### src/design/dktc_pkg.sv
// Shared constants, types and codes for the compacting key table.
package dktc_pkg;

  localparam int unsigned DEPTH     = 16;
  localparam int unsigned KEY_BITS  = 48;
  localparam int unsigned IDX_W     = $clog2(DEPTH);
  localparam int unsigned CNT_W     = $clog2(DEPTH + 1);
  localparam int unsigned CAP_W     = 5;
  localparam int unsigned OUT_CNT_W = 5;
  localparam int unsigned STAT_W    = 3;
  localparam int unsigned CMP_W     = (CNT_W > CAP_W) ? CNT_W : CAP_W;
  localparam int unsigned KEY_BYTES = (KEY_BITS + 7) / 8;
  localparam int unsigned IN_DATA_W = 8 * KEY_BYTES;
  localparam int unsigned OUT_DATA_W = 8 * ((STAT_W + OUT_CNT_W + 7) / 8);
  localparam int unsigned APB_AW    = 3;

  localparam logic [CAP_W-1:0] CAP_RESET = CAP_W'(16);

  typedef enum logic [0:0] {
    MODE_INSERT = 1'b0,
    MODE_REMOVE = 1'b1
  } mode_e;

  typedef enum logic [STAT_W-1:0] {
    ST_ADDED    = 3'd0,
    ST_DUP      = 3'd1,
    ST_FULL     = 3'd2,
    ST_REMOVED  = 3'd3,
    ST_NOTFOUND = 3'd4,
    ST_EMPTY    = 3'd5
  } status_e;

  typedef enum logic [0:0] {
    REG_CAPACITY = 1'b0
  } reg_idx_e;

  // Broadcast to every cell of the row.
  typedef struct packed {
    logic                ins_en;
    logic                rem_en;
    logic [KEY_BITS-1:0] key;
    logic [CNT_W-1:0]    count;
  } cell_ctrl_t;

endpackage

### src/design/dktc_cell.sv
// One slot: loads a key on insert, compares it, takes its neighbor's on removal.
module dktc_cell (
  input  logic                          clk_i,
  input  dktc_pkg::cell_ctrl_t          ctrl_i,
  input  logic [dktc_pkg::IDX_W-1:0]    idx_i,
  input  logic                          hit_i,
  input  logic [dktc_pkg::KEY_BITS-1:0] next_key_i,
  output logic                          hit_o,
  output logic [dktc_pkg::KEY_BITS-1:0] key_o
);
  import dktc_pkg::*;

  logic [KEY_BITS-1:0] key_q, key_d;
  logic                valid;
  logic                is_tail;

  assign valid   = CNT_W'(idx_i) < ctrl_i.count;
  assign is_tail = CNT_W'(idx_i) == ctrl_i.count;
  // hit_o is set from the first matching slot onward
  assign hit_o   = hit_i | (valid & (key_q == ctrl_i.key));
  assign key_o   = key_q;

  always_comb begin
    key_d = key_q;
    if (ctrl_i.ins_en && is_tail) begin
      key_d = ctrl_i.key;
    end else if (ctrl_i.rem_en && hit_o) begin
      key_d = next_key_i;
    end
  end

  always_ff @(posedge clk_i) begin
    key_q <= key_d;
  end

endmodule

### src/design/dedup_key_table_compacting.sv
// Top level of the compacting deduplicating key table.
//
// Commands arrive on the s_axis word channel: tuser carries the mode
// (insert if absent / remove) and tdata the order key. Every command yields
// one result word on m_axis: status and the entry count after the command.
// The table is a row of DEPTH cells; a key is compared against all held
// entries and, on removal, later entries move down one slot, all in the
// cycle the command is accepted.
// The result is registered and is valid the cycle after acceptance.
// Throughput: one command per cycle; the output register takes the next
// result while the previous one is consumed in the same cycle.
// When the receiver stalls with a result pending, s_axis_tready drops until
// it is taken.
// Reset empties the table (count zero, key slots left as they are) and sets
// the capacity register to 16. The capacity register sits at APB byte
// address 0; write it only while the block is idle.
module dedup_key_table_compacting (
  input  logic                             clk_i,
  input  logic                             rst_ni,
  // slave command channel
  input  logic                             s_axis_tvalid,
  output logic                             s_axis_tready,
  input  logic [dktc_pkg::IN_DATA_W-1:0]   s_axis_tdata,  // [47:0] order_key
  input  logic                             s_axis_tuser,  // [0] mode
  // master result channel
  output logic                             m_axis_tvalid,
  input  logic                             m_axis_tready,
  output logic [dktc_pkg::OUT_DATA_W-1:0]  m_axis_tdata,  // [2:0] status, [7:3] entry_count
  // configuration
  input  logic                             psel,
  input  logic                             penable,
  input  logic                             pwrite,
  input  logic [dktc_pkg::APB_AW-1:0]      paddr,
  input  logic [31:0]                      pwdata,
  output logic [31:0]                      prdata,
  output logic                             pready
);
  import dktc_pkg::*;

  logic [CAP_W-1:0]     cap_q;
  logic [CNT_W-1:0]     count_q, count_d;
  logic                 out_valid_q;
  status_e              status_q, status_d;
  logic [OUT_CNT_W-1:0] out_cnt_q;

  logic                 accept;
  logic                 reg_sel;
  logic                 full;
  logic                 hit_any;
  cell_ctrl_t           ctrl;
  logic [KEY_BITS-1:0]  in_key;
  mode_e                in_mode;

  logic                 hit_chain [DEPTH+1];
  logic [KEY_BITS-1:0]  cell_key  [DEPTH];

  // configuration port
  assign pready  = 1'b1;
  assign reg_sel = (paddr[2] == REG_CAPACITY);
  assign prdata  = reg_sel ? 32'(cap_q) : 32'd0;

  always_ff @(posedge clk_i or negedge rst_ni) begin
    if (!rst_ni) begin
      cap_q <= CAP_RESET;
    end else if (psel && penable && pwrite && reg_sel) begin
      cap_q <= pwdata[CAP_W-1:0];
    end
  end

  // command decode
  assign s_axis_tready = !out_valid_q || m_axis_tready;
  assign accept        = s_axis_tvalid && s_axis_tready;
  assign in_key        = s_axis_tdata[KEY_BITS-1:0];
  assign in_mode       = mode_e'(s_axis_tuser);

  assign full    = (CMP_W'(count_q) >= CMP_W'(cap_q)) || (count_q >= CNT_W'(DEPTH));
  assign hit_any = hit_chain[DEPTH];

  assign ctrl.key    = in_key;
  assign ctrl.count  = count_q;
  assign ctrl.ins_en = accept && (in_mode == MODE_INSERT) && !full && !hit_any;
  assign ctrl.rem_en = accept && (in_mode == MODE_REMOVE) && hit_any;

  // row of cells
  assign hit_chain[0] = 1'b0;

  for (genvar i = 0; i < DEPTH; i++) begin : g_cell
    logic [KEY_BITS-1:0] next_key;
    if (i == DEPTH - 1) begin : g_last
      assign next_key = cell_key[i];
    end else begin : g_mid
      assign next_key = cell_key[i+1];
    end
    dktc_cell u_cell (
      .clk_i      (clk_i),
      .ctrl_i     (ctrl),
      .idx_i      (IDX_W'(i)),
      .hit_i      (hit_chain[i]),
      .next_key_i (next_key),
      .hit_o      (hit_chain[i+1]),
      .key_o      (cell_key[i])
    );
  end

  always_comb begin
    count_d  = count_q;
    status_d = ST_ADDED;
    if (in_mode == MODE_INSERT) begin
      if (full) begin
        status_d = ST_FULL;
      end else if (hit_any) begin
        status_d = ST_DUP;
      end else begin
        status_d = ST_ADDED;
        count_d  = count_q + CNT_W'(1);
      end
    end else begin
      if (count_q == '0) begin
        status_d = ST_EMPTY;
      end else if (hit_any) begin
        status_d = ST_REMOVED;
        count_d  = count_q - CNT_W'(1);
      end else begin
        status_d = ST_NOTFOUND;
      end
    end
  end

  always_ff @(posedge clk_i or negedge rst_ni) begin
    if (!rst_ni) begin
      count_q     <= '0;
      out_valid_q <= 1'b0;
    end else begin
      if (accept) begin
        count_q     <= count_d;
        out_valid_q <= 1'b1;
      end else if (m_axis_tready) begin
        out_valid_q <= 1'b0;
      end
    end
  end

  always_ff @(posedge clk_i) begin
    if (accept) begin
      status_q  <= status_d;
      out_cnt_q <= OUT_CNT_W'(count_d);
    end
  end

  assign m_axis_tvalid = out_valid_q;
  assign m_axis_tdata  = OUT_DATA_W'({out_cnt_q, status_q});

  // checks
  a_count_bound: assert property (@(posedge clk_i) disable iff (!rst_ni)
    count_q <= CNT_W'(DEPTH))
    else $error("entry count above table depth");

  a_count_hold: assert property (@(posedge clk_i) disable iff (!rst_ni)
    !accept |=> $stable(count_q))
    else $error("entry count changed without a command");

  a_result_follows: assert property (@(posedge clk_i) disable iff (!rst_ni)
    accept |=> m_axis_tvalid)
    else $error("no result after an accepted command");

  a_one_op: assert property (@(posedge clk_i) disable iff (!rst_ni)
    !(ctrl.ins_en && ctrl.rem_en))
    else $error("insert and remove enabled together");

endmodule
### config.mk
export PLATFORM = sky130hd
export DESIGN_NAME = dedup_key_table_compacting
export DESIGN_NICKNAME = d
export VERILOG_FILES = /design/src/design/dktc_pkg.sv /design/src/design/dktc_cell.sv /design/src/design/dedup_key_table_compacting.sv
export SDC_FILE = /design/constraint.sdc
export NUM_CORES = 1
export LEC_CHECK = 0
export BUFFER_PORTS_ARGS = -buffer_cell sky130_fd_sc_hd__buf_4
export CAP_MARGIN = 30
export CORE_MARGIN = 1.5
export CORE_UTILIZATION = 63
export CTS_CLUSTER_DIAMETER = 150
export DETAILED_ROUTE_END_ITERATION = 10
export GPL_TIMING_DRIVEN = 0
export PLACE_DENSITY_LB_ADDON = 0.25
export RECOVER_POWER = 50
export SYNTH_ARGS = -nofsm -noshare
export SYNTH_HDL_FRONTEND = slang
export SYNTH_SLANG_ARGS = --single-unit
export TNS_END_PERCENT = 1
### constraint.sdc
create_clock -name clk_i -period 8 [get_ports clk_i]
set_input_delay 0.8 -clock clk_i [delete_from_list [all_inputs] [get_ports clk_i]]
set_output_delay 0.8 -clock clk_i [all_outputs]
set_load 0.005 [all_outputs]
==> results of run 1 <==
per-layer routing:
| metal | global-route usage, % | up-vias | wire length, um |
|---|---|---|---|
| met2 | 66.6 | 2310 | 68900 |
| met5 | 0 | - | 0 |
| met4 | 40.6 | 0 | 17600 |
| li1 | - | 11600 | - |
| met3 | 7.30 | 502 | 15700 |
| met1 | 56.7 | 14000 | 56500 |
cell families after synthesis:
family | synth area share, %
compound gates | 0.959
flops | 53.6
fa+ha+maj | 0.285
mux | 19.3
buf+inv | 5.43
xor+xnor | 15.3
simple gates | 5.11
other cells | 0.0171
cell type report:
type	instances	share of cell area (%)
diodes	2	0.0103
clock inverters	58	1.04
clock buffers	97	4.46
well taps	931	2.39
inverters	19	0.146
plain buffers	305	4.57
flip-flops and latches	787	48.4
multi-input cells	1948	36.9
repair buffers	111	2.10
sequential cells by signal, summed over array words and instances (netlist names):
| register | flops |
|---|---|
| g_cell.u_cell.key_o | 768 |
| cap_q | 5 |
| count_q | 5 |
| out_cnt_q | 5 |
| status_q | 3 |
| m_axis_tvalid | 1 |
through the flow:
step	area (sq um)	power, W	setup slack, ps	setup TNS, ps
finish	48700	0.00922	1050	0
global route	48700	0.00933	1080	0
CTS	49200	0.00914	2530	0
detailed placement	46500	0.00534	1920	0
global placement	45800	0.00532	-3220	-1217410
floorplan	44100	0.00497	1490	0
how the worst max path moves through the flow:
stage,to,slack [ps],depth (start not counted)
floorplan,g_cell[9].u_cell.key_o[0]$_DFFE_PP_,1490,10
global placement,g_cell[1].u_cell.key_o[35]$_DFFE_PP_,-3220,12
detailed placement,g_cell[14].u_cell.key_o[33]$_DFFE_PP_,1920,18
CTS,g_cell[14].u_cell.key_o[27]$_DFFE_PP_,2530,17
global route,g_cell[6].u_cell.key_o[29]$_DFFE_PP_,1080,17
finish,g_cell[10].u_cell.key_o[37]$_DFFE_PP_,1050,17
where the power goes:
part | switching [W] | total, W | internal (W)
clock network | 0.00171 | 0.00393 | 0.00221
registers | 0.00000990 | 0.00448 | 0.00447
logic | 0.000571 | 0.000805 | 0.000234
synthesized netlist by cell type, types with 5 or more instances:
library cell,instances
sky130_fd_sc_hd__edfxtp_1,776
sky130_fd_sc_hd__mux2_2,586
sky130_fd_sc_hd__xnor2_1,450
sky130_fd_sc_hd__xor2_1,318
sky130_fd_sc_hd__nand4_1,136
sky130_fd_sc_hd__buf_6,116
sky130_fd_sc_hd__nor4_1,96
sky130_fd_sc_hd__buf_2,92
sky130_fd_sc_hd__mux2_4,78
sky130_fd_sc_hd__mux2_1,58
sky130_fd_sc_hd__clkbuf_1,52
sky130_fd_sc_hd__buf_4,43
sky130_fd_sc_hd__nand2_1,32
sky130_fd_sc_hd__o21ai_0,23
sky130_fd_sc_hd__inv_1,19
sky130_fd_sc_hd__nor2_1,18
sky130_fd_sc_hd__nor3_1,16
sky130_fd_sc_hd__nand3_1,11
sky130_fd_sc_hd__dfrtp_1,10
sky130_fd_sc_hd__ha_1,10
sky130_fd_sc_hd__a21oi_1,9
sky130_fd_sc_hd__nand4_2,7
sky130_fd_sc_hd__nand4_4,5
layout by cell type (no fill, tap or decap), types with 8 or more instances in the layout:
master | Yosys | layout
sky130_fd_sc_hd__edfxtp_1 | 776 | 776
sky130_fd_sc_hd__mux2_2 | 586 | 575
sky130_fd_sc_hd__xnor2_1 | 450 | 450
sky130_fd_sc_hd__xor2_1 | 318 | 317
sky130_fd_sc_hd__clkbuf_1 | 52 | 152
sky130_fd_sc_hd__nand4_1 | 136 | 141
sky130_fd_sc_hd__mux2_1 | 58 | 118
sky130_fd_sc_hd__buf_6 | 116 | 115
sky130_fd_sc_hd__nor4_1 | 96 | 97
sky130_fd_sc_hd__clkbuf_16 | 0 | 85
sky130_fd_sc_hd__buf_4 | 43 | 59
sky130_fd_sc_hd__buf_2 | 92 | 55
sky130_fd_sc_hd__mux2_4 | 78 | 29
sky130_fd_sc_hd__nand2_1 | 32 | 28
sky130_fd_sc_hd__conb_1 | 2 | 28
sky130_fd_sc_hd__clkinv_2 | 0 | 26
sky130_fd_sc_hd__clkbuf_4 | 0 | 23
sky130_fd_sc_hd__inv_1 | 19 | 19
sky130_fd_sc_hd__nor2_1 | 18 | 18
sky130_fd_sc_hd__clkinv_1 | 0 | 17
sky130_fd_sc_hd__nor3_1 | 16 | 16
sky130_fd_sc_hd__o21ai_0 | 23 | 12
sky130_fd_sc_hd__nand3_1 | 11 | 11
sky130_fd_sc_hd__o21ai_4 | 0 | 11
sky130_fd_sc_hd__buf_16 | 0 | 11
sky130_fd_sc_hd__ha_1 | 10 | 10
sky130_fd_sc_hd__dfrtp_1 | 10 | 10
sky130_fd_sc_hd__buf_12 | 0 | 10
sky130_fd_sc_hd__a21oi_1 | 9 | 9
sky130_fd_sc_hd__bufinv_16 | 0 | 8
==> impl_results.md, run 1 <==
- Final non-filler cell total: 4258
- Total routing usage reported by global routing: between 40 and 50%
- Clock tree from TritonCTS: done
- Depth of the worst register-to-register path: 17
- Mean area per synthesized cell: between 10 and 15 sq um
- Post-DP HPWL: approximately 130000 um
- Total number of nets in the final design: between 3000 and 4000
- Highest clock rate: ~0.14 GHz
- Clock input transition at the sequential cells of the worst setup and hold paths: 60 ps
- Die Footprint: slightly above 70000 sq um
- Delay of the slowest cell on the worst path: about 1300 ps
- Core outline area: between 60000 and 70000 sq um
- Number of flops mapped to enable cells by yosys: between 700 and 800
- Share of the core filled with cells in the final layout: 70.8%
- RR Endpoint: g_cell[10].u_cell.key_o[37]$_DFFE_PP_
- IO buf count: 76
- Register area: 23600 sq um
- Reg-to-reg setup timing slack: roughly 1500 ps
- Number of register bits inferred by synthesis: roughly 790
- Clk_lat worst skew: 660 ps
- Filler cell count in the final layout: around 4700
- Number of pins with negative max-slew slack in the final report: 4
- Hold Crit Class: in2reg
- Detailed-routing iteration count for the pre-antenna-repair pass: 6
- Unique masters post-synth: 64
- Area growth from synthesis to layout: 10.9%
- Number of sinks handled by clock tree synthesis: roughly 790
- Routed vias/inst: about 6.7
- Unrepaired setup endpoints after global routing: no
- End point of the most critical hold path: m_axis_tvalid$_DFFE_PN0P_
- Worst-case hold slack: between 300 and 400 ps
- Deepest clock path buffer count: 3
- Max-cap violations: 1
- Category of the worst setup path capture point: flop
- Share of layout cells above drive strength 1: between 30% and 40%
- Top-Level Pins: around 130
- Critical path launch point type: primary input
- Wire length of the first global-routing pass: about 210000 um
- Cell at the slowest stage of the critical path: sky130_fd_sc_hd__nor4_1
- TritonCTS Buffers: 85
- Initial antenna violation count: 4
- Initial core utilization: a little under two thirds
- Async set-reset flop share out of synthesis: 1.40%
- CTS H-Tree Depth: 3
- Number of global-route vias before repair: about 27000
- Kind of cell adding the most delay to the critical path: buffers and inverters
- # DRC: 0
- Final critical-path required period: about 6900 ps
- Average detailed-routed wire length per instance: 37.3 um
- Critical path launch point: s_axis_tdata[23]
- Number of cells produced by synthesis: 3033
- Final WL: about 160000 um
- Hold depth: 2
- Max-Slew Margin vs Limit: -4.30%
- Cell area after synthesis: between 40000 and 50000 sq um
- Hold path startpoint: s_axis_tvalid
- Maximum number of pins on one net before global-route repair: 31
- Primary FF master, synth: sky130_fd_sc_hd__edfxtp_1
- Worst endpoint data arrival time: 7290 ps
- Worst EP required: 8340 ps
- CP Cell Sequence: clkbuf_1 > clkbuf_1 > clkbuf_1 > xnor2_1 > nand4_1 > nor4_1 > nand4_1 > o2111ai_1 > nor4_1 > buf_6 > and2_4 > buf_8 > nand4_1 > buf_6 > buf_6 > o21ai_4 > buf_16
- Cell area power density: between 150 and 200 nW/um^2
- Remaining global-route overflow: 0
- Width of the die: roughly 270 um
- Count of yosys warnings during synthesis: 0
- Total number of vias: 28400
- Buffers plus inverters on the worst setup path: 8
- Clock skew: 25.0 ps
- Rows: 96
- Worst R2R Start: count_q[3]$_DFFE_PN0P_
- Area share of the leading cell type in the synthesized netlist: around 53%
- Worst setup path class: in2reg
- Endpoints failing setup: 0
- Library cell with the largest summed area after synthesis: sky130_fd_sc_hd__edfxtp_1
- Final count of hold timing violations: 0
- Weighted congestion at the end of routability-driven global placement: 1.19
- Combined area of the multi-input logic cells: roughly 18000 sq um
- Reported leakage power: 16.5 nW
- Post-placement cell count: 4092
- Maximum fanout along the worst path: 27
- Failing checks: max-capacitance violations, max-slew violations
- Status: finished, violations left
- Buffers inserted during post-CTS setup optimization: 0
- Iteration-0 DRC Markers: around 5000
- Chip height: between 200 and 300 um
- Cell at the root of the clock tree: sky130_fd_sc_hd__clkbuf_16
- Hold-fix buffers, CTS: 1
- Post-cts repair resize count: 0
- Largest voltage drop on the vdd net: 0.000162 V
- Seq/Total Area, Yosys: roughly 54%
- Final Cycle Share: between 80% and 90%
- Measured slew at the worst slew-check pin: around 1600 ps
- Number of routed nets with antenna violations: 0
- Biggest area contributors in the synthesized netlist: sky130_fd_sc_hd__edfxtp_1, sky130_fd_sc_hd__mux2_2, sky130_fd_sc_hd__xnor2_1, sky130_fd_sc_hd__xor2_1, sky130_fd_sc_hd__buf_6
(Power assumes the default switching activity.)
==> inputs of run 2 (changes only) <==
--- a/config.mk
+++ b/config.mk
@@ -8,7 +8,7 @@
 export BUFFER_PORTS_ARGS = -buffer_cell sky130_fd_sc_hd__buf_4
 export CAP_MARGIN = 30
 export CORE_MARGIN = 1.5
-export CORE_UTILIZATION = 63
+export CORE_UTILIZATION = 45
 export CTS_CLUSTER_DIAMETER = 150
 export DETAILED_ROUTE_END_ITERATION = 10
 export GPL_TIMING_DRIVEN = 0
==> constraint.sdc (replaced) <==
create_clock -name clk_i -period 7.6 [get_ports clk_i]
set_input_delay 0.76 -clock clk_i [delete_from_list [all_inputs] [get_ports clk_i]]
set_output_delay 0.76 -clock clk_i [all_outputs]
set_load 0.005 [all_outputs]
==> impl_results.md, run 2 (synthesis gave the netlist of run 1 again) <==
- Maximum fanout along the worst path: 25
- Wire length of the first global-routing pass: ~220000 um
- Total number of vias: 26700
- Max FFs per register: roughly 770
- Unrepaired setup endpoints after global routing: no
- Final count of hold timing violations: 0
- Final WL: ~160000 um
- Filler cell count in the final layout: ~8300
- Total power of the final layout: around 0.01 W
- Worst R2R Start: count_q[2]$_DFFE_PN0P_
- Share of layout cells above drive strength 1: a little under a third
- Post-DP HPWL: about 140000 um
- Reg-to-reg setup timing slack: between 1000 and 1500 ps
- Routed vias/inst: 5.81
- Status: finished, violations left
- Category of the worst setup path capture point: flop
- Highest clock rate: roughly 0.15 GHz
- Width of the die: roughly 320 um
- Maximum number of pins on one net before global-route repair: 49
- Commonest non-fill, non-tap cell in the layout: sky130_fd_sc_hd__edfxtp_1
- Design Area, Final: slightly below 50000 sq um
- CTS H-Tree Depth: 3
- Initial core utilization: 45.4%
- Worst setup path class: reg2reg
- Hold depth: 1
- Total routing usage reported by global routing: 32.6%
- Worst EP required: about 8000 ps
- Rows: 114
- Deepest clock path buffer count: 3
- Die Footprint: between 90000 and 100000 sq um
- Cell at the root of the clock tree: sky130_fd_sc_hd__clkbuf_16
- Area growth from synthesis to layout: 11.8%
- Commonest cells after routing, fill and taps aside: sky130_fd_sc_hd__edfxtp_1, sky130_fd_sc_hd__mux2_2, sky130_fd_sc_hd__xnor2_1
- Critical path launch point: count_q[2]$_DFFE_PN0P_
- Iteration-0 DRC Markers: about 2900
- Remaining global-route overflow: 0
- End point of the most critical hold path: g_cell[15].u_cell.key_o[31]$_DFFE_PP_
- Number of pins with negative max-slew slack in the final report: 49
- Total number of nets in the final design: around 3400
- Number of routed nets with antenna violations: 0
- Final Cycle Share: between 80% and 90%
- Final critical-path required period: about 6500 ps
- Core outline area: about 97000 sq um
- Largest voltage drop on the vdd net: about 0.00017 V
- Placed Instance Area: 46800 sq um
- Measured slew at the worst slew-check pin: 1560 ps
- Worst-case hold slack: ~280 ps
- Setup WS pre-CTS: between 1000 and 1500 ps
- Share of the core filled with cells in the final layout: around half
- Worst endpoint data arrival time: between 6000 and 7000 ps
- Hold path startpoint: s_axis_tdata[31]
- Average detailed-routed wire length per instance: about 36 um
- Depth of the worst register-to-register path: 15
- Clock input transition at the sequential cells of the worst setup and hold paths: 60 ps
- IO buf count: 76
- Top-Level Pins: ~130
- Detailed-routing iteration count for the pre-antenna-repair pass: 6
- Number of global-route vias before repair: about 27000
- Failing checks: max-capacitance violations, max-slew violations
- Diodes inserted: 0
- Critical path launch point type: flop
- Number of sinks handled by clock tree synthesis: between 700 and 800
- Reported leakage power: about 16 nW
- Max-Slew Margin vs Limit: -4.16%
- Initial antenna violation count: 1
- Clock tree from TritonCTS: done
- Endpoints failing setup: 0
- Clock skew: approximately 30 ps
- # DRC: 0
- Chip height: 316 um
- Cell area power density: 200 nW/um^2
- Clk_lat worst skew: approximately 700 ps
- Least setup slack across all paths after layout: roughly 1100 ps
- Hold Crit Class: in2reg
- TritonCTS Buffers: 90
- RR Endpoint: g_cell[1].u_cell.key_o[32]$_DFFE_PP_
- Max-cap violations: 1
- Weighted congestion at the end of routability-driven global placement: roughly 1.2
[run 2: changes by cell type in the layout (fill, tap and decap cells not counted), moves of 5 or more]
cell                        before  now
sky130_fd_sc_hd__clkbuf_16      85   90
sky130_fd_sc_hd__clkinv_1       17   24
sky130_fd_sc_hd__mux2_1        118  111
sky130_fd_sc_hd__clkbuf_1      152  157
sky130_fd_sc_hd__clkinv_2       26   12
sky130_fd_sc_hd__clkbuf_4       23   32
[run 2: per-stage QoR]
stage               setup TNS (ps)  std cells
floorplan                        0       3059
global placement          -1402570       4411
detailed placement               0       4430
CTS                              0       4593
global route                     0       4597
finish                           0       4597
[run 2: worst max path at each step]
stage / slack [ps] / end
finish: 1150 / g_cell[1].u_cell.key_o[32]$_DFFE_PP_
global route: 1330 / g_cell[1].u_cell.key_o[31]$_DFFE_PP_
detailed placement: 1480 / g_cell[11].u_cell.key_o[35]$_DFFE_PP_
CTS: 2090 / g_cell[11].u_cell.key_o[16]$_DFFE_PP_
global placement: -3760 / g_cell[1].u_cell.key_o[32]$_DFFE_PP_
floorplan: 1130 / g_cell[9].u_cell.key_o[0]$_DFFE_PP_
[run 2: what timing repair did]
item	in CTS	in global routing
gates resized for setup	0	0
endpoints found under the hold margin	10	0
hold buffers	1	0
buffers inserted	0	0
[run 2: final cells by class]
class                           instances  area (sq um)  share of cell area (%)
Inverter                               19          71.3                   0.145
Tap cell                             1276          1600                    3.25
Timing Repair Buffer                  100           901                    1.83
Sequential cell                       787         23600                    48.0
Multi-Input combinational cell       1948         17900                    36.5
Clock inverter                         51           492                    1.00
Buffer                                305          2220                    4.51
Clock buffer                          111          2330                    4.74
[run 2: critical path, cell delays in order (launching register included)]
cell and delay, ps:
sky130_fd_sc_hd__dfrtp_1 390, sky130_fd_sc_hd__clkbuf_1 270, sky130_fd_sc_hd__clkbuf_1 360, sky130_fd_sc_hd__o21ai_0 740, sky130_fd_sc_hd__a21oi_1 160, sky130_fd_sc_hd__nand4_1 210, sky130_fd_sc_hd__o2111ai_1 250, sky130_fd_sc_hd__nor4_1 1020
sky130_fd_sc_hd__clkbuf_1 540, sky130_fd_sc_hd__and2_0 320, sky130_fd_sc_hd__buf_8 190, sky130_fd_sc_hd__nand4_1 320, sky130_fd_sc_hd__clkbuf_1 420, sky130_fd_sc_hd__buf_6 280, sky130_fd_sc_hd__o21ai_4 360, sky130_fd_sc_hd__buf_12 290
[run 2: metal layers]
layer  vias to the layer above  global-route usage, %  routed length (um)
met2                      1316                   50.2               72700
met4                         0                   25.3               14900
met1                     13400                   41.6               65800
met3                       336                   4.62                9860
li1                      11600                      -                   -
met5                         -                      0                   0
[run 2: power by group]
group,switching (W),internal [W]
clock,0.00186,0.00242
sequential,0.0000101,0.00471
combinational,0.000594,0.000245
==> inputs of run 3 (changes only) <==
==> constraint.sdc (replaced) <==
create_clock -name clk_i -period 5.2 [get_ports clk_i]
set_input_delay 0.52 -clock clk_i [delete_from_list [all_inputs] [get_ports clk_i]]
set_output_delay 0.52 -clock clk_i [all_outputs]
set_load 0.005 [all_outputs]
==> impl_results.md, run 3 (synthesis gave the netlist of run 1 again) <==
- Highest clock rate: approximately 0.19 GHz
- Final WL: approximately 160000 um
- Setup WS pre-CTS: -683 ps
- Wire length of the first global-routing pass: around 220000 um
- RR Endpoint: g_cell[9].u_cell.key_o[37]$_DFFE_PP_
- Depth of the worst register-to-register path: 12
- Hold path startpoint: s_axis_tvalid
- Commonest non-fill, non-tap cell in the layout: sky130_fd_sc_hd__edfxtp_1
- Final Cycle Share: 102%
- Final critical-path required period: approximately 5300 ps
- Largest voltage drop on the vdd net: between 0.0002 and 0.00025 V
- Total number of vias: around 27000
- Average detailed-routed wire length per instance: 35.5 um
- Routed vias/inst: 5.77
- Number of global-route vias before repair: ~27000
- Maximum fanout along the worst path: 10
- Total routing usage reported by global routing: 32.7%
- IO buf count: 76
- Chip height: between 300 and 400 um
- Reported leakage power: 16.6 nW
- Number of pins with negative max-slew slack in the final report: 0
- Clock input transition at the sequential cells of the worst setup and hold paths: ~60 ps
- Worst endpoint data arrival time: 5750 ps
- Rows: 114
- CTS H-Tree Depth: 3
- End point of the most critical hold path: m_axis_tvalid$_DFFE_PN0P_
- Failing checks: negative setup slack
- Initial antenna violation count: 2
- Maximum number of pins on one net before global-route repair: a little under 50
- # DRC: 0
- Share of layout cells above drive strength 1: a little under a third
- Post-DP HPWL: 135000 um
- Clock tree from TritonCTS: done
- Cell at the root of the clock tree: sky130_fd_sc_hd__clkbuf_16
- Remaining global-route overflow: 0
- Number of sinks handled by clock tree synthesis: 787
- Initial core utilization: 45.4%
- Hold Crit Class: in2reg
- Detailed-routing iteration count for the pre-antenna-repair pass: 5
- Worst setup path class: in2reg
- Core outline area: just under 100000 sq um
- Worst EP required: 5630 ps
- Weighted congestion at the end of routability-driven global placement: around 1.2
- Worst-case hold slack: approximately 41 ps
- Max FFs per register: about 770
- Clk_lat worst skew: 690 ps
- Number of routed nets with antenna violations: 0
- Total number of nets in the final design: 3361
- Clock skew: roughly 29 ps
- Width of the die: ~320 um
- Top-Level Pins: roughly 130
- Measured slew at the worst slew-check pin: slightly below 1000 ps
- Area growth from synthesis to layout: 12.4%
- Category of the worst setup path capture point: flop
- Worst R2R Start: g_cell[15].u_cell.key_o[32]$_DFFE_PP_
- Cell area power density: 291 nW/um^2
- Endpoints failing setup: 71
- Status: finished, violations left
- Final count of hold timing violations: 0
- Max-Slew Margin vs Limit: around 33%
- Deepest clock path buffer count: 3
- Critical path launch point type: primary input
- TritonCTS Buffers: 90
- Max-cap violations: 0
- Commonest cells after routing, fill and taps aside: sky130_fd_sc_hd__edfxtp_1, sky130_fd_sc_hd__mux2_2, sky130_fd_sc_hd__xnor2_1
- Iteration-0 DRC Markers: about 3100
- Reg-to-reg setup timing slack: -10 ps
- Die Footprint: about 100000 sq um
- Hold depth: 2
- Least setup slack across all paths after layout: -118 ps
- Unrepaired setup endpoints after global routing: no
- Diodes inserted: 0
[run 3: cell types whose count changed in the layout (fill, tap and decap cells not counted), moves of 4 or more]
| cell | change |
|---|---|
| sky130_fd_sc_hd__buf_4 | +4 |
| sky130_fd_sc_hd__clkbuf_1 | -8 |
| sky130_fd_sc_hd__dlygate4sd3_1 | +7 |
| sky130_fd_sc_hd__mux2_1 | -11 |
| sky130_fd_sc_hd__mux2_4 | +11 |
| sky130_fd_sc_hd__nand4_1 | -4 |
[run 3: worst max-delay path, stage by stage]
cell,delay [ps]
sky130_fd_sc_hd__dlygate4sd3_1,540
sky130_fd_sc_hd__buf_4,140
sky130_fd_sc_hd__buf_2,200
sky130_fd_sc_hd__buf_6,200
sky130_fd_sc_hd__buf_6,170
sky130_fd_sc_hd__xnor2_1,710
sky130_fd_sc_hd__nand4_1,330
sky130_fd_sc_hd__nor3_1,260
sky130_fd_sc_hd__nand4_1,170
sky130_fd_sc_hd__o31a_2,300
sky130_fd_sc_hd__nor3b_1,230
sky130_fd_sc_hd__and2_4,180
sky130_fd_sc_hd__buf_6,150
sky130_fd_sc_hd__nand4_1,270
sky130_fd_sc_hd__clkbuf_1,680
sky130_fd_sc_hd__buf_6,300
sky130_fd_sc_hd__mux2_1,360
[run 3: power by group]
group          internal, W  switching (W)  total, W  leakage (nW)
Combinational     0.000363       0.000872   0.00124          8.19
Sequential         0.00689      0.0000147   0.00690          7.09
Clock              0.00354        0.00271   0.00625          1.37
[run 3: worst max-delay path by stage]
stage / startpoint / endpoint / depth (start not counted)
6_report: s_axis_tdata[33] / g_cell[9].u_cell.key_o[37]$_DFFE_PP_ / 17
2_1_floorplan: s_axis_tdata[38] / g_cell[9].u_cell.key_o[0]$_DFFE_PP_ / 10
5_1_grt: s_axis_tdata[30] / g_cell[0].u_cell.key_o[31]$_DFFE_PP_ / 18
4_1_cts: s_axis_tdata[30] / g_cell[2].u_cell.key_o[32]$_DFFE_PP_ / 16
3_3_place_gp: s_axis_tdata[10] / g_cell[1].u_cell.key_o[32]$_DFFE_PP_ / 11
3_5_place_dp: s_axis_tdata[46] / g_cell[11].u_cell.key_o[35]$_DFFE_PP_ / 16
[run 3: layout make-up]
| cell class | instances | area [sq um] |
|---|---|---|
| Tap cell | 1276 | 1600 |
| Clock buffer | 111 | 2330 |
| Buffer | 305 | 2240 |
| Clock inverter | 51 | 492 |
| Sequential cell | 787 | 23600 |
| Inverter | 19 | 71.3 |
| Timing Repair Buffer | 108 | 986 |
| Multi-Input combinational cell | 1949 | 18100 |
| Fill cell | 8256 | 47300 |
[run 3: what timing repair did]
item	CTS	global route
hold buffers	8	0
buffers inserted	2	0
gates resized for setup	0	4
endpoints found under the hold margin	18	0
gates cloned	0	1
pin swaps	1	1
setup endpoints to repair	348	281
[run 3: through the flow]
stage / total power (W) / instances / instance area, sq um / setup TNS [ps] / util [%]
after detailed placement: 0.00824 / 4430 / 46800 / -271320 / 48.4
after floorplan: 0.00765 / 3059 / 44100 / -511950 / -
after global placement: 0.00823 / 4411 / 46200 / -2975410 / 47.8
after global routing: 0.0146 / 4606 / 49400 / 0 / 51.1
after CTS: 0.0144 / 4602 / 49700 / 0 / 51.4
final: 0.0144 / 4606 / 49400 / -2430 / 51.1
[run 3: metal layers]
layer / vias up / GRT usage [%] / part of all wire (%)
met1: 13400 / 41.6 / 40
met3: 351 / 4.68 / 5.8
met2: 1240 / 50.1 / 44
met5: - / 1.42 / 0.12
met4: 2 / 25.7 / 9.4
li1: 11600 / - / -
